<file path="src/rtl/periodic_timer_table_assert.svh">
// Assertion macros shared by the periodic timer table RTL.
// Expects i_clk and i_rst_n in the scope of the module that uses them.
`ifndef PERIODIC_TIMER_TABLE_ASSERT_SVH
`define PERIODIC_TIMER_TABLE_ASSERT_SVH

// Clocked property check, off while reset is held.
`define PTT_ASSERT(label, prop, msg) \
    label: assert property (@(posedge i_clk) disable iff (!i_rst_n) prop) \
        else $error(msg);

// Invariant that holds at every edge out of reset.
`define PTT_INVARIANT(label, expr, msg) \
    `PTT_ASSERT(label, 1'b1 |-> (expr), msg)

`endif

</file>
<file path="src/rtl/ptt_pkg.sv">
// Types and constants for the periodic timer table.
// No dependencies; imported by ptt_front, ptt_engine and the top level.
package ptt_pkg;

    localparam int SLOTS     = 16;
    localparam int TIME_BITS = 32;
    localparam int ID_BITS   = 8;

    // slot index and occupancy count widths
    localparam int IDX_W = (SLOTS > 1) ? $clog2(SLOTS) : 1;
    localparam int CNT_W = $clog2(SLOTS + 1);

    // command queue between front and engine, depth is a power of two
    localparam int QDEPTH = 2;
    localparam int QPTR_W = (QDEPTH > 1) ? $clog2(QDEPTH) : 1;
    localparam int QCNT_W = $clog2(QDEPTH + 1);

    typedef enum logic [1:0] {
        OP_ADD  = 2'd0,
        OP_DEL  = 2'd1,
        OP_TICK = 2'd2
    } t_op;

    typedef enum logic [1:0] {
        KIND_ADD  = 2'd0,
        KIND_DEL  = 2'd1,
        KIND_FIRE = 2'd2,
        KIND_TICK = 2'd3
    } t_kind;

    typedef struct packed {
        logic [1:0]  operation;
        logic [31:0] period;
        logic [7:0]  task_id;
        logic        to_queue;
        logic [31:0] elapsed;
    } t_in_item;

    typedef struct packed {
        t_kind       kind;
        logic [7:0]  fired_task;
        logic        fired_to_queue;
        logic        accepted;
        logic [4:0]  deleted_count;
        logic [31:0] min_remaining;
        logic        last;
    } t_out_item;

    // classified command; amount is the period for add, elapsed for tick
    typedef struct packed {
        t_op                  op;
        logic [TIME_BITS-1:0] amount;
        logic [ID_BITS-1:0]   task_id;
        logic                 to_queue;
    } t_cmd;

    typedef struct packed {
        logic valid;
        t_cmd cmd;
    } t_cmd_ch;

endpackage

</file>
<file path="src/rtl/ptt_front.sv">
// Input side of the periodic timer table: accepts transactions, drops
// unknown operations and queues commands for the engine. Uses ptt_pkg.
module ptt_front (
    input  logic              i_clk,
    input  logic              i_rst_n,
    input  logic              i_in_valid,
    output logic              o_in_ready,
    input  ptt_pkg::t_in_item i_in_item,
    output ptt_pkg::t_cmd_ch  o_cmd,
    input  logic              i_cmd_pop
);
    import ptt_pkg::*;

    t_cmd              r_mem [QDEPTH];
    logic [QPTR_W-1:0] r_wptr;
    logic [QPTR_W-1:0] r_rptr;
    logic [QCNT_W-1:0] r_cnt;

    logic is_cmd;
    t_cmd cmd;
    logic push;
    logic pop;

    always_comb begin
        is_cmd       = 1'b1;
        cmd.op       = OP_ADD;
        cmd.amount   = TIME_BITS'(i_in_item.period);
        cmd.task_id  = ID_BITS'(i_in_item.task_id);
        cmd.to_queue = i_in_item.to_queue;
        case (i_in_item.operation)
            OP_ADD:  cmd.op = OP_ADD;
            OP_DEL:  cmd.op = OP_DEL;
            OP_TICK: begin
                cmd.op     = OP_TICK;
                cmd.amount = TIME_BITS'(i_in_item.elapsed);
            end
            default: is_cmd = 1'b0;   // unknown op: accepted, no effect
        endcase
    end

    assign o_in_ready = (r_cnt != QCNT_W'(QDEPTH));
    assign push       = i_in_valid && o_in_ready && is_cmd;
    assign pop        = i_cmd_pop && (r_cnt != '0);

    assign o_cmd.valid = (r_cnt != '0);
    assign o_cmd.cmd   = r_mem[r_rptr];

    always_ff @(posedge i_clk) begin
        if (push) begin
            r_mem[r_wptr] <= cmd;
        end
    end

    always_ff @(posedge i_clk) begin
        if (!i_rst_n) begin
            r_wptr <= '0;
            r_rptr <= '0;
            r_cnt  <= '0;
        end else begin
            if (push) begin
                r_wptr <= r_wptr + QPTR_W'(1);
            end
            if (pop) begin
                r_rptr <= r_rptr + QPTR_W'(1);
            end
            case ({push, pop})
                2'b10:   r_cnt <= r_cnt + QCNT_W'(1);
                2'b01:   r_cnt <= r_cnt - QCNT_W'(1);
                default: r_cnt <= r_cnt;
            endcase
        end
    end

endmodule

</file>
<file path="src/rtl/ptt_engine.sv">
// Timer table engine: slot storage, add/delete/tick walk and output register.
// Uses ptt_pkg and the assertion macros in periodic_timer_table_assert.svh.
`include "periodic_timer_table_assert.svh"

module ptt_engine (
    input  logic               i_clk,
    input  logic               i_rst_n,
    input  ptt_pkg::t_cmd_ch   i_cmd,
    output logic               o_cmd_pop,
    output logic               o_out_valid,
    input  logic               i_out_ready,
    output ptt_pkg::t_out_item o_out_item
);
    import ptt_pkg::*;

    typedef enum logic [1:0] {
        ST_IDLE,
        ST_WALK,
        ST_FINAL
    } t_state;

    // slot table; occupied slots are the prefix [0, r_count)
    logic [TIME_BITS-1:0] r_per  [SLOTS];
    logic [TIME_BITS-1:0] r_rem  [SLOTS];
    logic [ID_BITS-1:0]   r_task [SLOTS];
    logic                 r_qf   [SLOTS];

    t_state               r_state;
    t_cmd                 r_cmd;
    logic [CNT_W-1:0]     r_count;
    logic [CNT_W-1:0]     r_idx;
    logic [CNT_W-1:0]     r_removed;
    logic [TIME_BITS-1:0] r_min;
    logic                 r_acc;
    logic                 r_out_valid;
    t_out_item            r_out_item;

    logic [IDX_W-1:0]     rd_idx;
    logic [TIME_BITS-1:0] cur_per;
    logic [TIME_BITS-1:0] cur_rem;
    logic [ID_BITS-1:0]   cur_task;
    logic                 cur_q;
    logic                 at_end;
    logic                 fire;
    logic [TIME_BITS-1:0] new_rem;
    logic                 match;
    logic                 out_free;
    logic                 step;
    logic                 final_go;
    logic                 add_ok;
    logic [CNT_W-1:0]     dst;

    logic                 n_out_valid;
    t_out_item            n_out_item;

    logic                 w_en;
    logic [IDX_W-1:0]     w_addr;
    logic [TIME_BITS-1:0] w_per;
    logic [TIME_BITS-1:0] w_rem;
    logic [ID_BITS-1:0]   w_task;
    logic                 w_q;

    always_comb begin
        rd_idx   = r_idx[IDX_W-1:0];
        cur_per  = r_per[rd_idx];
        cur_rem  = r_rem[rd_idx];
        cur_task = r_task[rd_idx];
        cur_q    = r_qf[rd_idx];
        at_end   = (r_idx == r_count);
        fire     = (cur_rem <= r_cmd.amount);
        new_rem  = fire ? cur_per : (cur_rem - r_cmd.amount);
        match    = (cur_task == r_cmd.task_id);
        out_free = !r_out_valid || i_out_ready;
        // a firing slot waits for the output register
        step     = (r_state == ST_WALK) && !at_end &&
                   ((r_cmd.op != OP_TICK) || !fire || out_free);
        final_go = (r_state == ST_FINAL) && out_free;
        add_ok   = (i_cmd.cmd.amount != '0) && (r_count < CNT_W'(SLOTS));
        dst      = r_idx - r_removed;
    end

    assign o_cmd_pop = (r_state == ST_IDLE) && i_cmd.valid;

    // single write port into the slot table
    always_comb begin
        w_en   = 1'b0;
        w_addr = rd_idx;
        w_per  = cur_per;
        w_rem  = new_rem;
        w_task = cur_task;
        w_q    = cur_q;
        if (o_cmd_pop && (i_cmd.cmd.op == OP_ADD) && add_ok) begin
            w_en   = 1'b1;
            w_addr = r_count[IDX_W-1:0];
            w_per  = i_cmd.cmd.amount;
            w_rem  = i_cmd.cmd.amount;
            w_task = i_cmd.cmd.task_id;
            w_q    = i_cmd.cmd.to_queue;
        end else if (step && (r_cmd.op == OP_TICK)) begin
            w_en = 1'b1;
        end else if (step && (r_cmd.op == OP_DEL) && !match && (r_removed != '0)) begin
            // compact: move survivor up over the removed slots
            w_en   = 1'b1;
            w_addr = dst[IDX_W-1:0];
            w_rem  = cur_rem;
        end
    end

    always_ff @(posedge i_clk) begin
        if (w_en) begin
            r_per[w_addr]  <= w_per;
            r_rem[w_addr]  <= w_rem;
            r_task[w_addr] <= w_task;
            r_qf[w_addr]   <= w_q;
        end
    end

    // next output register contents: fire results during the walk, then the final
    always_comb begin
        n_out_valid = r_out_valid && !i_out_ready;
        n_out_item  = r_out_item;
        if (step && (r_cmd.op == OP_TICK) && fire) begin
            n_out_valid               = 1'b1;
            n_out_item                = '0;
            n_out_item.kind           = KIND_FIRE;
            n_out_item.fired_task     = 8'(cur_task);
            n_out_item.fired_to_queue = cur_q;
        end else if (final_go) begin
            n_out_valid     = 1'b1;
            n_out_item      = '0;
            n_out_item.last = 1'b1;
            case (r_cmd.op)
                OP_ADD: begin
                    n_out_item.kind     = KIND_ADD;
                    n_out_item.accepted = r_acc;
                end
                OP_DEL: begin
                    n_out_item.kind          = KIND_DEL;
                    n_out_item.deleted_count = 5'(r_removed);
                end
                default: begin
                    n_out_item.kind          = KIND_TICK;
                    n_out_item.min_remaining = 32'(r_min);
                end
            endcase
        end
    end

    always_ff @(posedge i_clk) begin
        if (!i_rst_n) begin
            r_state     <= ST_IDLE;
            r_count     <= '0;
            r_out_valid <= 1'b0;
        end else begin
            r_out_valid <= n_out_valid;
            r_out_item  <= n_out_item;
            case (r_state)
                ST_IDLE: begin
                    if (o_cmd_pop) begin
                        r_cmd     <= i_cmd.cmd;
                        r_idx     <= '0;
                        r_removed <= '0;
                        r_min     <= '0;
                        r_acc     <= add_ok;
                        if (i_cmd.cmd.op == OP_ADD) begin
                            if (add_ok) begin
                                r_count <= r_count + CNT_W'(1);
                            end
                            r_state <= ST_FINAL;
                        end else begin
                            r_state <= ST_WALK;
                        end
                    end
                end
                ST_WALK: begin
                    if (at_end) begin
                        r_state <= ST_FINAL;
                    end else if (step) begin
                        r_idx <= r_idx + CNT_W'(1);
                        case (r_cmd.op)
                            OP_TICK: begin
                                if ((r_min == '0) || (new_rem < r_min)) begin
                                    r_min <= new_rem;
                                end
                            end
                            OP_DEL: begin
                                if (match) begin
                                    r_removed <= r_removed + CNT_W'(1);
                                end
                            end
                            default: ;
                        endcase
                    end
                end
                ST_FINAL: begin
                    if (final_go) begin
                        if (r_cmd.op == OP_DEL) begin
                            r_count <= r_count - r_removed;
                        end
                        r_state <= ST_IDLE;
                    end
                end
                default: r_state <= ST_IDLE;
            endcase
        end
    end

    assign o_out_valid = r_out_valid;
    assign o_out_item  = r_out_item;

    `PTT_INVARIANT(a_count_bound, r_count <= CNT_W'(SLOTS), "slot count above table size")
    `PTT_ASSERT(a_idx_bound, r_state == ST_WALK |-> r_idx <= r_count, "walk index past table")
    `PTT_ASSERT(a_final_last, final_go |=> (r_state == ST_IDLE) && r_out_item.last, "final not last")
    `PTT_ASSERT(a_final_valid, final_go |=> r_out_valid, "final result not valid")
    `PTT_ASSERT(a_del_count, final_go && (r_cmd.op == OP_DEL) |=> r_count == $past(dst), "bad count")

endmodule

</file>
<file path="src/rtl/periodic_timer_table.sv">
// Add goes straight to the final state; delete and tick first walk the N
// occupied slots (N at most SLOTS = 16), then give the final result.
// Throughput: one slot per cycle through the engine walk; a fire result
// holds the walk while the output register is full. Up to 2 commands queue.
// Reset (synchronous, active low) empties the table, queue and output
// register; no clearing pass.
module periodic_timer_table (
    input  logic               i_clk,
    input  logic               i_rst_n,
    input  logic               i_in_valid,
    output logic               o_in_ready,
    input  ptt_pkg::t_in_item  i_in_item,
    output logic               o_out_valid,
    input  logic               i_out_ready,
    output ptt_pkg::t_out_item o_out_item
);
    import ptt_pkg::*;

    t_cmd_ch cmd_ch;
    logic    cmd_pop;

    ptt_front u_front (
        .i_clk      (i_clk),
        .i_rst_n    (i_rst_n),
        .i_in_valid (i_in_valid),
        .o_in_ready (o_in_ready),
        .i_in_item  (i_in_item),
        .o_cmd      (cmd_ch),
        .i_cmd_pop  (cmd_pop)
    );

    ptt_engine u_engine (
        .i_clk       (i_clk),
        .i_rst_n     (i_rst_n),
        .i_cmd       (cmd_ch),
        .o_cmd_pop   (cmd_pop),
        .o_out_valid (o_out_valid),
        .i_out_ready (i_out_ready),
        .o_out_item  (o_out_item)
    );

endmodule

</file>
<file path="config.mk">
export PLATFORM = sky130hd
export DESIGN_NAME = periodic_timer_table
export DESIGN_NICKNAME = d
export VERILOG_FILES = /design/src/rtl/ptt_pkg.sv /design/src/rtl/ptt_front.sv /design/src/rtl/ptt_engine.sv /design/src/rtl/periodic_timer_table.sv
export VERILOG_INCLUDE_DIRS = /design/src /design/src/rtl
export SDC_FILE = /design/constraint.sdc
export NUM_CORES = 1
export LEC_CHECK = 0
export BUFFER_PORTS_ARGS = -buffer_cell sky130_fd_sc_hd__clkbuf_2
export CORE_UTILIZATION = 35
export CTS_BUF_LIST = sky130_fd_sc_hd__clkbuf_16
export DETAILED_ROUTE_END_ITERATION = 7
export PLACE_DENSITY_LB_ADDON = 0.25
export SYNTH_ARGS = -nofsm -noshare
export SYNTH_HDL_FRONTEND = slang
export SYNTH_SLANG_ARGS = --single-unit
</file>
<file path="constraint.sdc">
create_clock -name i_clk -period 11.7 [get_ports i_clk]
set_input_delay 1.755 -clock i_clk [delete_from_list [all_inputs] [get_ports i_clk]]
set_output_delay 1.755 -clock i_clk [all_outputs]
set_load 0.005 [all_outputs]
</file>
==> impl_metrics.json, run 1 <==
{
  "outcome": "finished clean",
  "groute.usage.overall_pct": 18.4,
  "fin_nets": 3376,
  "required_ns": 12.13,
  "post_cts_buffers": 0,
  "synth-async-reset-ratio_pct": 0,
  "dieArea_um2": 167000,
  "drc": 0,
  "crit_family": "compound AO/OA/AOI/OAI gates",
  "rows": 148,
  "min-delay-start": "u_front.r_cnt[1]",
  "crit_type": "flop to flop",
  "synth_area_um2": 57900,
  "initial_core_util_pct": 35.4,
  "cts.sinks": 1406,
  "skew_ns": 0.0338,
  "rsz0062_at_grt": "no",
  "power.density_nw_per_um2": 335,
  "r2r_cells": 23,
  "slowest_delay_ns": 0.87,
  "grt_first_pass_wirelength_um": 221000,
  "top_layer_used": "met5",
  "drt-met1-wl_um": 68200,
  "htree_levels": 4,
  "drv_slew": 0,
  "maxCapViolations": 0,
  "core_um2": 164000,
  "syn_avg_cell_area_um2": 19.4,
  "synth_most_common_cell": "edfxtp_1",
  "antenna_left": 0,
  "cts.repair.resized": 0,
  "ys_ff_latch": 1406,
  "grt_pass1_vias": 30100,
  "layout.cells.non_filler": 5510,
  "synth_top_area_share_pct": 72.0,
  "ys_warn_count": 0,
  "die_y_um": 409,
  "fill_cells": 14400,
  "synth_edf_count": 1389,
  "ys.flop_type": "edfxtp_1",
  "cpMostUsedCell": "a21o_1",
  "antenna_found_initial": 3,
  "cts-buffers-inserted": 147,
  "finalSetupTns_ns": 0,
  "wire_per_inst_um": 28.0,
  "min_period_ns": 8.60,
  "crit_chain": "buf_12 > mux4_2 > mux4_2 > fa_1 > a21o_1 > a21o_1 > a211oi_1 > o21a_1 > o21a_1 > a21o_1 > o21ai_1 > ha_1 > a21o_1 > a21oi_1 > nor2b_1 > o21ai_0 > nand2b_1 > a21oi_1 > nor2b_1 > o21ai_0 > nand4_1 > a211oi_4 > buf_4",
  "slew_headroom_pct": 12.0,
  "synth-seq-area-share_pct": 72.6,
  "die_x_um": 409,
  "vias": 29700,
  "fin_ws_ns": 3.10,
  "endpoint": "u_engine.r_min[4]",
  "crit_cells": 23,
  "setup_violations": 0,
  "wl_met3_um": 8760,
  "r2r-end": "u_engine.r_min[4]",
  "area_growth_pct": 14.5,
  "worstPathArrival_ns": 9.04,
  "cts_tree": "built",
  "synth_area_leaders": "edfxtp_1 (72%), mux4_2 (14%), mux2_2 (1.8%)",
  "fin_util_pct": 40.5,
  "worst_slew_pin_slew_ns": 1.32,
  "ctsRootBufferMaster": "clkbuf_16",
  "pre_cts_slack_ns": 3.08,
  "cts.path.max_buffers": 3,
  "slowest_stage": "dfxtp_4",
  "min_path_type": "flop to flop",
  "synth_top_area_cell": "edfxtp_1",
  "place.gp.congestion": 0.890,
  "via_per_inst": 5.38,
  "drt-initial-drc-count": 2884,
  "endpoint_kind": "flop",
  "yosys.cell_types.count": 78,
  "drive_above_1_share_pct": 27.5,
  "cp_max_fo": 77,
  "finalHoldViolCount": 0,
  "start_kind": "flop",
  "fmax_mhz": 116,
  "period_share_pct": 73.5,
  "firstDrtPassIters": 5,
  "rrSetupSlack_ns": 3.10,
  "grt_max_degree": 140,
  "mappedNetlistNets": 3145,
  "ir_drop_uv": 236,
  "grt.overflow.total": 0,
  "syn_inst": 2989,
  "synth.top_cells.by_count": "edfxtp_1 (1389), mux4_2 (351), nand2_1 (143), nor2_1 (104), mux2_2 (94)",
  "worstSkewPairLatency_ns": 0.80,
  "ctsHoldBuffers": 0,
  "crit_buf_inv": 2,
  "dp.cells": 5246,
  "wl_met2_um": 73500,
  "routed_wirelength_um": 154000,
  "portBuffers": 130,
  "clk_pin_slew_ns": 0.06,
  "hpwl_um": 89800,
  "ios": 131,
  "p_leak_nw": 21.9
}
## per-stage QoR
stage | area [um^2] | power (mW) | hold WS, ns
3_3_place_gp | 61600 | 17.6 | 0.489
5_1_grt | 66300 | 23.2 | 0.548
2_1_floorplan | 57900 | 14.5 | 0.461
3_5_place_dp | 61600 | 17.7 | 0.499
4_1_cts | 66300 | 22.3 | 0.510
6_report | 66300 | 22.2 | 0.518
## metal layers
layer / up-vias / global-route usage [%]
li1: 12600 / -
met1: 15800 / 25.8
met2: 977 / 29.3
met3: 216 / 3.06
met4: 2 / 5.62
met5: - / 0
## cells in the final DEF (no fill, tap or decap), types with 6 or more instances in the layout
cell type / n
dfxtp_1: 12
nor2b_1: 12
clkinv_8: 7
xor2_1: 24
nor2_1: 100
mux4_2: 351
nor4_1: 23
edfxtp_1: 1389
bufinv_16: 11
o211ai_1: 6
nor3_1: 12
buf_4: 83
and3_1: 45
clkinv_2: 19
a21oi_1: 75
nand4_1: 17
a21o_1: 38
and2_1: 34
a211oi_1: 6
nand3_1: 20
o21ai_0: 60
clkbuf_16: 148
o21ai_1: 8
nand2_1: 142
clkbuf_2: 130
a31oi_1: 9
mux2_2: 94
clkinv_1: 27
o21a_1: 9
xnor2_1: 33
ha_1: 74
inv_1: 123
nor3_2: 6
mux2i_1: 48
## worst register-to-register path, delay by kind of cell, from the launching register on
family                     cells  cell delay, ns
AOI/OAI and AO/OA             13            3.94
adders and majority gates      2            0.79
buffers and inverters          2            1.00
DFF                            1            0.87
muxes                          2            1.22
and+or+nand+nor                4            0.42
## report_power, final
| group | leakage (nW) | internal, mW | total (mW) | switching, mW |
|---|---|---|---|---|
| clock network | 2.39 | 2.56 | 4.55 | 1.98 |
| registers | 12.7 | 8.33 | 8.68 | 0.350 |
| logic | 6.83 | 3.11 | 8.97 | 5.85 |
## sequential cells by signal, indices dropped and copies added, names as in the netlist, 16 cells and up, named ones only
| name | flops |
|---|---|
| u_engine.o_out_item | 50 |
| u_front.r_mem | 86 |
| u_engine.r_rem | 512 |
| u_engine.r_cmd | 42 |
| u_engine.r_task | 128 |
| u_engine.r_per | 512 |
| u_engine.r_min | 32 |
| u_engine.r_qf | 16 |
## worst min path at each step
| stage | slack (ns) | depth (start not counted) | end |
|---|---|---|---|
| floorplan | 0.46 | 2 | u_engine.r_count[0] |
| global route | 0.55 | 1 | u_engine.o_out_item[38] |
| detailed placement | 0.50 | 2 | u_front.r_cnt[1] |
| finish | 0.52 | 2 | u_front.r_cnt[1] |
| CTS | 0.51 | 2 | u_front.r_cnt[1] |
| global placement | 0.49 | 2 | u_front.r_cnt[1] |
## kinds of logic (layout without fill, tap and decap cells)
logic type	count (synthesis)	count (layout)	synth area share, %
flip-flops	1406	1406	72.6
multiplexers	497	497	16.4
AND/OR/NAND/NOR	458	458	3.89
AO/OA/AOI/OAI	266	266	2.92
buffers and inverters	228	570	1.63
adder cells (fa/ha/maj)	77	77	1.70
XOR/XNOR	57	57	0.862
other	0	4	0
## layout make-up
| cell class | instances | area (um^2) | area share, % |
|---|---|---|---|
| diodes | 4 | 10.0 | 0.0151 |
| clock inverters | 112 | 970 | 1.46 |
| flip-flops and latches | 1406 | 42100 | 63.5 |
| multi-input cells | 1355 | 15100 | 22.8 |
| inverters | 93 | 349 | 0.527 |
| repair buffers | 217 | 1350 | 2.04 |
| well taps | 2175 | 2720 | 4.11 |
| clock buffers | 148 | 3700 | 5.59 |
Note: power is estimated with default switching activity, not from simulation.
==> run 2, diff against run 1 <==
Settings changed: ABC_AREA from default to 1.
Clock period 11.7 ns to 7.5 ns, I/O delays scaled along.
==> run 2 against run 1 <==
Cell count is 31% higher. Register-to-register slack worse by 2.3 ns. Non-clock buffer count is 65 higher. Via count rose by 31%. Synthesized area is 1.6% higher. Clock-buffer cell count rose by 3. Utilization decreased by 0.20 points. Critical path type unchanged. Critical endpoint is now u_engine.r_min[12]. Largest cell class unchanged.
==> impl_metrics.json, run 2 <==
{
  "outcome": "finished clean",
  "ys.flop_type": "edfxtp_1",
  "crit_type": "flop to flop",
  "hold_depth": 1,
  "synth_edf_count": 1389,
  "required_ns": 7.98,
  "area_growth_pct": 14.5,
  "place.gp.congestion": 0.908,
  "pre_cts_slack_ns": 0.945,
  "r2r_cells": 28,
  "min_path_type": "flop to flop",
  "cts_tree": "built",
  "fmax_mhz": 150,
  "finalSetupTns_ns": 0,
  "mostFrequentLayoutCells": "edfxtp_1 (1389), nor2_1 (757), o21ai_0 (641), nand2_1 (561), inv_1 (259)",
  "slew_headroom_pct": 13.9,
  "ys_warn_count": 0,
  "drt-initial-drc-count": 3910,
  "min_period_ns": 6.67,
  "ctsHoldBuffers": 0,
  "initial_core_util_pct": 35.2,
  "worstPathArrival_ns": 7.15,
  "clk_pin_slew_ns": 0.06,
  "via_per_inst": 5.37,
  "fin_ws_ns": 0.833,
  "multiInputGateArea_um2": 14800,
  "syn_avg_cell_area_um2": 12.4,
  "r2r-end": "u_engine.r_min[12]",
  "ys_ff_latch": 1406,
  "regArea_um2": 42100,
  "drive_above_1_share_pct": 10.7,
  "setup_violations": 0,
  "dieArea_um2": 170000,
  "fill_cells": 15800,
  "drv_slew": 0,
  "period_share_pct": 88.9,
  "antenna_found_initial": 3,
  "crit_family": "simple AND/OR/NAND/NOR gates",
  "grt_max_degree": 221,
  "slowest_delay_ns": 0.54,
  "whs_ns": 0.464,
  "ctsRootBufferMaster": "clkbuf_16",
  "vias": 38800,
  "ios": 131,
  "drc": 0,
  "rrSetupSlack_ns": 0.83,
  "firstDrtPassIters": 5,
  "synth_area_leaders": "edfxtp_1 (71%), o21ai_0 (5.5%), nor2_1 (5.0%)",
  "maxCapViolations": 0,
  "synth-async-reset-ratio_pct": 0,
  "portBuffers": 130,
  "start_kind": "flop",
  "wire_per_inst_um": 23.6,
  "die_y_um": 412,
  "routed_wirelength_um": 171000,
  "synth_top_area_cell": "edfxtp_1",
  "reg_top3": "u_engine.r_per: 512 flops, u_engine.r_rem: 512 flops, u_engine.r_task: 128 flops",
  "rows": 150,
  "worstSkewPairLatency_ns": 0.78,
  "crit_buf_inv": 4,
  "die_x_um": 412,
  "groute.usage.overall_pct": 19.8,
  "crit_cells": 28,
  "htree_levels": 4,
  "slowest_stage": "dfxtp_4",
  "core_um2": 167000,
  "grt_first_pass_wirelength_um": 251000,
  "endpoint_kind": "flop",
  "worst_slew_pin_slew_ns": 1.28,
  "mappedNetlistNets": 4920,
  "cts.sinks": 1406,
  "cp_max_fo": 65,
  "synth.top_cells.by_count": "edfxtp_1 (1389), nor2_1 (777), o21ai_0 (646), nand2_1 (562), inv_1 (218)",
  "final_common_cell": "edfxtp_1",
  "synth_top_area_share_pct": 70.9,
  "fin_nets": 5061,
  "syn_inst": 4764,
  "synth-seq-area-share_pct": 71.5,
  "synth_most_common_cell": "edfxtp_1",
  "synth_area_um2": 58900,
  "hpwl_um": 102000,
  "grt.overflow.total": 0,
  "yosys.cell_types.count": 53,
  "min-delay-start": "u_front.r_rptr",
  "cts.repair.resized": 0,
  "cts-buffers-inserted": 149,
  "post_cts_buffers": 0,
  "rsz0062_at_grt": "no",
  "antenna_left": 0,
  "finalHoldViolCount": 0,
  "skew_ns": 0.0254,
  "cts.path.max_buffers": 3,
  "grt_pass1_vias": 37500
}
[run 2: cell types whose count changed after synthesis, sizes merged, moves of 48 or more]
cell,change
inv,+133
o22ai,+63
nand3,+103
mux4,-351
o221ai,+196
o211ai,+91
clkbuf,+107
nand2,+425
nor2,+672
o21ai,+659
mux2i,-48
mux2,-97
buf,+50
[run 2: worst max-delay path by stage]
| stage | slack [ns] | startpoint | endpoint |
|---|---|---|---|
| floorplan | 0.04 | flop | u_engine.r_per[10][0] |
| global placement | 0.86 | flop | u_engine.r_min[14] |
| detailed placement | 0.95 | flop | u_engine.r_min[19] |
| CTS | 0.93 | flop | u_engine.r_min[19] |
| finish | 0.83 | flop | u_engine.r_min[12] |
| global route | 0.44 | flop | u_engine.r_min[19] |
[run 2: worst register-to-register path: cells and delay by family, from the launching register on]
kind / cells / cell delay, ns
and+or+nand+nor: 15 / 2.10
AOI/OAI and AO/OA: 6 / 1.65
buffers and inverters: 4 / 1.26
adders and majority gates: 2 / 0.65
DFF: 1 / 0.54
xor gates and xnor gates: 1 / 0.17
[run 2: area by class of cell]
type,count,share of cell area (%)
antenna,1,0.00371
clock inverter,119,1.25
sequential,1406,62.4
inverter,229,1.31
clock buffer,151,5.61
tap,2204,4.09
multi-input combinational,2837,21.9
timing repair buffer,282,3.40
[run 2: per-layer routing]
layer	vias up	part of all wire, %	GRT usage, %
li1	17700	-	-
met1	19500	43	27.1
met2	1293	48	32.6
met3	254	6.0	2.77
met4	0	2.5	5.83
met5	-	0	0
[run 2: through the flow]
stage	std cells	utilization, %	cell area, um^2
detailed placement	6958	37.6	62800
finish	7229	40.3	67400
global route	7228	40.3	67400
CTS	7228	40.3	67400
global placement	6958	37.6	62800
floorplan	4764	-	58900
[run 2: cell families after synthesis]
group / count (synthesis) / share of synthesized area, %
AO/OA/AOI/OAI: 1182 / 12.0
AND/OR/NAND/NOR: 1529 / 10.4
buffers and inverters: 521 / 3.73
XOR/XNOR: 48 / 0.714
adder cells (fa/ha/maj): 77 / 1.68
multiplexers: 1 / 0.0170
flip-flops: 1406 / 71.5
Power of run 2 is not shown: default switching activity piles up to over one toggle a cycle in this logic, so the estimate is an artifact.
